==> config.mk <==
export PLATFORM = sky130hd
export DESIGN_NAME = mqsb_link_store
export DESIGN_NICKNAME = d
export VERILOG_FILES = /design/src/hw/rtl/mqsb_pkg.sv /design/src/hw/rtl/mqsb_link_store.sv
export SDC_FILE = /design/constraint.sdc
export NUM_CORES = 2
export LEC_CHECK = 0
export BUFFER_PORTS_ARGS = -buffer_cell sky130_fd_sc_hd__buf_2
export CORE_MARGIN = 2
export CORE_UTILIZATION = 57
export CTS_CLUSTER_DIAMETER = 200
export DETAILED_ROUTE_END_ITERATION = 8
export PLACE_DENSITY = 0.83
export SYNTH_ARGS = -nofsm -noshare
export SYNTH_HDL_FRONTEND = slang
export SYNTH_SLANG_ARGS = --single-unit
==> constraint.sdc <==
create_clock -name i_clk -period 2.2 [get_ports i_clk]
set_input_delay 0.11 -clock i_clk [delete_from_list [all_inputs] [get_ports i_clk]]
set_output_delay 0.11 -clock i_clk [all_outputs]
set_load 0.03 [all_outputs]
==> src/hw/rtl/mqsb_pkg.sv <==
package mqsb_pkg;

    localparam int DATA_W = 32;
    localparam int QN_W   = 4;
    localparam int STAT_W = 2;

    typedef logic [STAT_W-1:0] t_status;

    // request kinds
    localparam logic REQ_ENQ = 1'b0;
    localparam logic REQ_DEQ = 1'b1;

    // result status codes
    localparam t_status STAT_DONE  = 2'd0;
    localparam t_status STAT_FULL  = 2'd1;
    localparam t_status STAT_EMPTY = 2'd2;

endpackage

==> src/hw/rtl/mqsb_link_store.sv <==
module mqsb_link_store import mqsb_pkg::*; #(
    parameter int NUM_SLOTS = 256,
    parameter int LW        = $clog2(NUM_SLOTS + 1)
) (
    input  logic          i_clk,
    input  logic          i_rst_n,
    input  logic          i_rd_en,
    input  logic [LW-1:0] i_rd_addr,
    output logic [LW-1:0] o_rd_link,
    input  logic          i_wr_en,
    input  logic [LW-1:0] i_wr_addr,
    input  logic [LW-1:0] i_wr_link
);

    localparam int AW = (NUM_SLOTS > 1) ? $clog2(NUM_SLOTS) : 1;

    logic [LW-1:0] mem_lnk [NUM_SLOTS];
    logic [LW-1:0] r_rd_data;
    logic [LW-1:0] r_rd_addr;
    // slots at or above r_fill were never written: their link is still index + 1
    logic [LW-1:0] r_fill;
    logic [LW-1:0] n_fill;

    always_comb begin
        n_fill = r_fill;
        if (i_wr_en && (i_wr_addr == r_fill)) begin
            n_fill = r_fill + LW'(1);
        end
    end

    always_ff @(posedge i_clk) begin
        if (!i_rst_n) begin
            r_fill <= '0;
        end else begin
            r_fill <= n_fill;
        end
    end

    always_ff @(posedge i_clk) begin
        if (i_wr_en) begin
            mem_lnk[i_wr_addr[AW-1:0]] <= i_wr_link;
        end
        if (i_rd_en) begin
            r_rd_data <= mem_lnk[i_rd_addr[AW-1:0]];
            r_rd_addr <= i_rd_addr;
        end
    end

    assign o_rd_link = (r_rd_addr >= r_fill) ? (r_rd_addr + LW'(1)) : r_rd_data;

endmodule

Word level (Yosys, flattened, before mapping). Memory sizes are Yosys's and may differ from the RTL's. A register that Yosys moved wholly into a read port is not among the register bits. Index checks and enable logic that the tools add are counted.

Add/sub/neg operators: 2. $lt $le $gt $ge: 1. Equal/unequal tests: 1. Multiplexer cells: 3. Reduce and logical (&&, ||, !) cells: 1.

Operators by type and width (number): $add 9x1->9 const B (2); $eq 9x9->1 (1); $ge 9x9->1 (1); $mux 9 (1); $mux 1 (2); $logic_and 1x1->1 (1).

Register bits: 18. Bits in writable memories: 2304. Output and inout bits: 9. Memories: 1.

Memories: mem_lnk (words 256, width 9, rd ports 1, clocked after Yosys merged registers in 1, wr ports 1, RTL line mqsb_link_store.sv:17) `logic [LW-1:0] mem_lnk [NUM_SLOTS];`.

Depth between registers and ports, before layout.
Word-level depth: 2. Gate-level depth with buffers: 12.

Worst setup path before layout. OpenSTA, ideal clock, no wires.

Path kind: register to output. Start: register r_rd_addr[0]. End: output port o_rd_link[5]. Data arrival time: 2.231 ns. Slack: -0.141 ns. Cell stages (with the launch flop): 9. Buffers on the path: 0. Cells stage by stage: edfxtp_1 -> inv_1 -> ha_1 -> nand2b_1 -> a21o_1 -> a21o_1 -> a211oi_1 -> o31ai_2 -> mux2i_1.

Cells in the longest elaborated chain, start to end: 2. Elaborated cells on any way between the ends: 3. Those cells by class: add/sub: 1; order compare: 1; mux: 1.

RTL lines: start: declaration (RTL line mqsb_link_store.sv:19) `logic [LW-1:0] r_rd_addr;`; start signal: assignment (RTL line mqsb_link_store.sv:45) `r_rd_addr <= i_rd_addr;`; $add 9x1->9 or $ge 9x9->1 (tied branches) (RTL line mqsb_link_store.sv:49) `assign o_rd_link = (r_rd_addr >= r_fill) ? (r_rd_addr + LW'(1)) : r_rd_data;`; $mux 9 (*) (RTL line mqsb_link_store.sv:49); end: declaration (RTL line mqsb_link_store.sv:9) `output logic [LW-1:0] o_rd_link,`.

Mark *: on every way between the ends. The rest lies on a longest branch, timed or not.

Worst setup path in the final report.
Start: register r_rd_addr[6]. End: output port o_rd_link[7].

The elaborated chain is that of the path after synthesis.

==> implementation parameters <==
Parameter                              Value

Timing
  Timing-limited maximum frequency    roughly 310 MHz
  Clock period minus worst slack    3170 ps
  Setup repair after global routing missed its margin    yes
  Worst-case headroom to the max-slew limit    a little under two fifths
  Pins Over Slew Limit    0
  Worst slack on hold paths    between 40 and 50 ps
  Period Utilization, post-route    144%
  Accumulated negative setup slack    -9910 ps
  Actual transition at the worst max-transition pin    approximately 900 ps
  Finish-stage setup viols    18
  Worst Setup Slack, final    -975 ps
  Final hold violations    0
  Worst clock skew    about 68 ps

Routing
  M1 WL    about 81 mm
  Number of DRC violations after detailed routing    1
  Number of antenna-violating nets in the routed design    0
  Drt first pass iters    9
  Initial DRC Count    between 9000 and 10000
  Met3 wirelength from detailed routing    ~37 mm
  Routed wire per std cell    roughly 35 um
  Via count    52100
  Avg Vias per Cell    roughly 7
  Topmost layer with routed signal wires    met5
  Total met2 wirelength after detailed routing    approximately 120 mm
  Total wirelength of the detailed-routed design    between 200 and 300 mm

Final layout
  Nets    around 5200
  Fraction of final layout cells sized beyond drive strength 1    roughly 29%
  Share of the core filled with cells    roughly 67%
  Final non-filler cell total    about 7500
  Growth of design area from synthesis to finish    17.2%
  Number of fill cells    just under 9000
  Post-route cell area    ~110000 um2
  Most frequent standard cell in the layout excluding fill and tap cells    sky130_fd_sc_hd__edfxtp_1
  Most frequent cells in the layout    2322 x sky130_fd_sc_hd__edfxtp_1, 610 x sky130_fd_sc_hd__buf_4, 409 x sky130_fd_sc_hd__mux4_2

Critical path
  Worst Reg2Reg Path Length in Cells    7
  Critical path destination    o_rd_link[7]
  Cell with the most instances on the worst path    sky130_fd_sc_hd__o21a_1
  Cell with the largest stage delay on the worst path    sky130_fd_sc_hd__edfxtp_1
  Worst-path fanout max    4
  Cell count along the critical path    7
  Critical Path RT    about 2100 ps
  Top cell family by delay on the critical path    compound AO/OA/AOI/OAI gates
  Worst reg2reg path startpoint    mem_lnk[75][8]
  Ordered cell list for the critical path    ha_1, o21a_1, o21a_1, nand2_2, o31ai_4, mux2_2, buf_4
  CP arrival    3060 ps
  Maximum single-stage delay on the critical path    around 470 ps
  Start-to-end type of the worst setup path    flip-flop to output pin
  Reg2Reg Setup Slack    -270 ps
  Capture instance of the worst register-to-register path    r_rd_data[8]
  Worst setup path startpoint    r_rd_addr[6]
  Capturing element type of the critical path    output pin
  Critical path startpoint category    flip-flop
  Number of buffers and inverters on the critical path    1

Flow run
  Max Cap Violations    0

Floorplanning
  Vert. Die Dim    between 400 and 500 um
  Num rows    146
  Overall die width    404 um
  Core area    approximately 160000 um2
  I/O pin total    40
  Effective utilization at floorplan    approximately 57%
  Total Die Area    about 160000 um2

Pwr
  Static leakage    35.4 nW
  Peak supply drop    ~0.9 mV
  Power density normalized to cell area    approximately 860 nW/um2
  Total chip power    91.4 mW

Status
  Status    finished, violations left
  Violations in the final reports    design-rule violations, negative setup slack

GRT
  Global route total overflow    0
  Combined global-route utilization of all metal layers    31.7%
  Maximum number of pins on one net before global-route repair    112
  Antenna violations before repair    8
  Number of global-route vias before repair    52200
  Wire length of the first global-routing pass    ~370 mm

Placement
  Routability-driven placement congestion ratio    0.904
  Half-perimeter wire length of the detailed placement result    about 150 mm
  Post-placement cell count    just over 7000
  Dpl ws    -1210 ps
  Number of port buffers    39
  Total placed instance area    between 90000 and 100000 um2

Synthesis
  Synthesized flop and latch total    between 2000 and 2500
  Syn Area/Cell    around 20 um2
  Area of the mapped netlist    ~90000 um2
  Asr flop ratio synth    0%
  Sequential-to-total area share from yosys stat    76.8%
  Number of warnings printed during yosys synthesis    0
  Syn Inst Count    4480
  Number of enable flip-flop cells after synthesis    2322
  Distinct cells, synth    59
  Synthesized netlist net count    around 4500
  Ys flop type    sky130_fd_sc_hd__edfxtp_1

Worst hold path
  Type of the tightest min-delay check    input port to flip-flop

Clocking
  Maximum level of the CTS H-tree    4
  Total clock buffers created by CTS    ~210
  Clock latency of the later-clocked register in the worst-skew pair    just under 900 ps
  Library cell used as clock root buffer    sky130_fd_sc_hd__clkbuf_16
  Number of buffers between clock root and the deepest sink    3
  Clock sinks    between 2000 and 2500
  Clock tree from TritonCTS    done
  Clock-pin transition on the worst setup and hold timing paths    around 70 ps
## final cells by class
cell class	instances	area [um2]	share of cell area, %
antenna	9	22.5	0.0211
clock buffer	254	5460	5.12
clock inverter	136	1350	1.27
inverter	12	45.0	0.0422
multi-input combinational	1883	20200	19.0
sequential	2331	69900	65.5
tap	2072	2590	2.43
timing repair buffer	766	7070	6.63
## what timing repair did
action,in CTS,in global routing
pin swaps,26,8
hold buffers,23,0
buffers inserted,1,3
endpoints found under the setup margin,18,18
resized for setup,114,23
gates cloned,1,0
endpoints found under the hold margin,782,0
## worst register-to-register path: cells and delay by family, from the launching register on
kind / cells / cell delay, ps
muxes: 2 / 1070
DFF: 1 / 410
AOI/OAI and AO/OA: 2 / 170
and+or+nand+nor: 2 / 380
buffers and inverters: 1 / 170
## sequential cells by signal, indices dropped and copies added (netlist names)
| name | count |
|---|---|
| r_fill | 9 |
| r_rd_data | 9 |
| mem_lnk | 2304 |
| r_rd_addr | 9 |
## synth_stat cells, types with 21 or more instances
master | count | share of area [%]
sky130_fd_sc_hd__a21oi_1 | 31 | 0.17
sky130_fd_sc_hd__a22oi_1 | 214 | 1.8
sky130_fd_sc_hd__buf_2 | 77 | 0.42
sky130_fd_sc_hd__buf_4 | 49 | 0.40
sky130_fd_sc_hd__buf_6 | 24 | 0.30
sky130_fd_sc_hd__clkbuf_1 | 87 | 0.36
sky130_fd_sc_hd__edfxtp_1 | 2322 | 77
sky130_fd_sc_hd__mux2i_1 | 380 | 4.2
sky130_fd_sc_hd__mux4_1 | 24 | 0.69
sky130_fd_sc_hd__mux4_2 | 394 | 9.7
sky130_fd_sc_hd__nand2_1 | 89 | 0.37
sky130_fd_sc_hd__nand3_1 | 92 | 0.51
sky130_fd_sc_hd__nand4_1 | 40 | 0.27
sky130_fd_sc_hd__nor2_1 | 304 | 1.3
sky130_fd_sc_hd__nor2b_1 | 32 | 0.22
sky130_fd_sc_hd__nor3_1 | 21 | 0.12
sky130_fd_sc_hd__o22ai_1 | 26 | 0.18
## logic make-up after synthesis
logic type      Yosys count  share of synthesized area, %
compound gates          373                          2.99
buf+inv                 267                          1.70
mux                     812                          14.8
flops                  2331                          76.8
simple gates            664                          3.37
fa+ha+maj                11                         0.151
xor+xnor                 22                         0.212
## per-layer routing
metal  GRT usage, %  vias up
li1               -    19900
met5          0.149        -
met1           39.5    26000
met2           50.5     4990
met4           18.3       16
met3           8.49     1124
## worst min path at each step
stage                       from       endpoint  cells past startpoint  slack [ps]
floorplan           i_wr_link[0]  mem_lnk[0][0]                      0         210
global placement    i_rd_addr[8]   r_rd_addr[8]                      1         290
detailed placement  i_rd_addr[8]   r_rd_addr[8]                      1         290
CTS                 i_rd_addr[0]   r_rd_addr[0]                      3           3
global route        i_rd_addr[0]   r_rd_addr[0]                      3          20
finish              i_rd_addr[0]   r_rd_addr[0]                      3          50
## power by group
part	internal [mW]	leakage (nW)	total (mW)	switching, mW
clock	20.5	3.31	36.9	16.3
sequential	48.9	21.0	49.0	0.0892
combinational	2.10	11.1	5.54	3.43
Power figures use the tool's default switching activity.
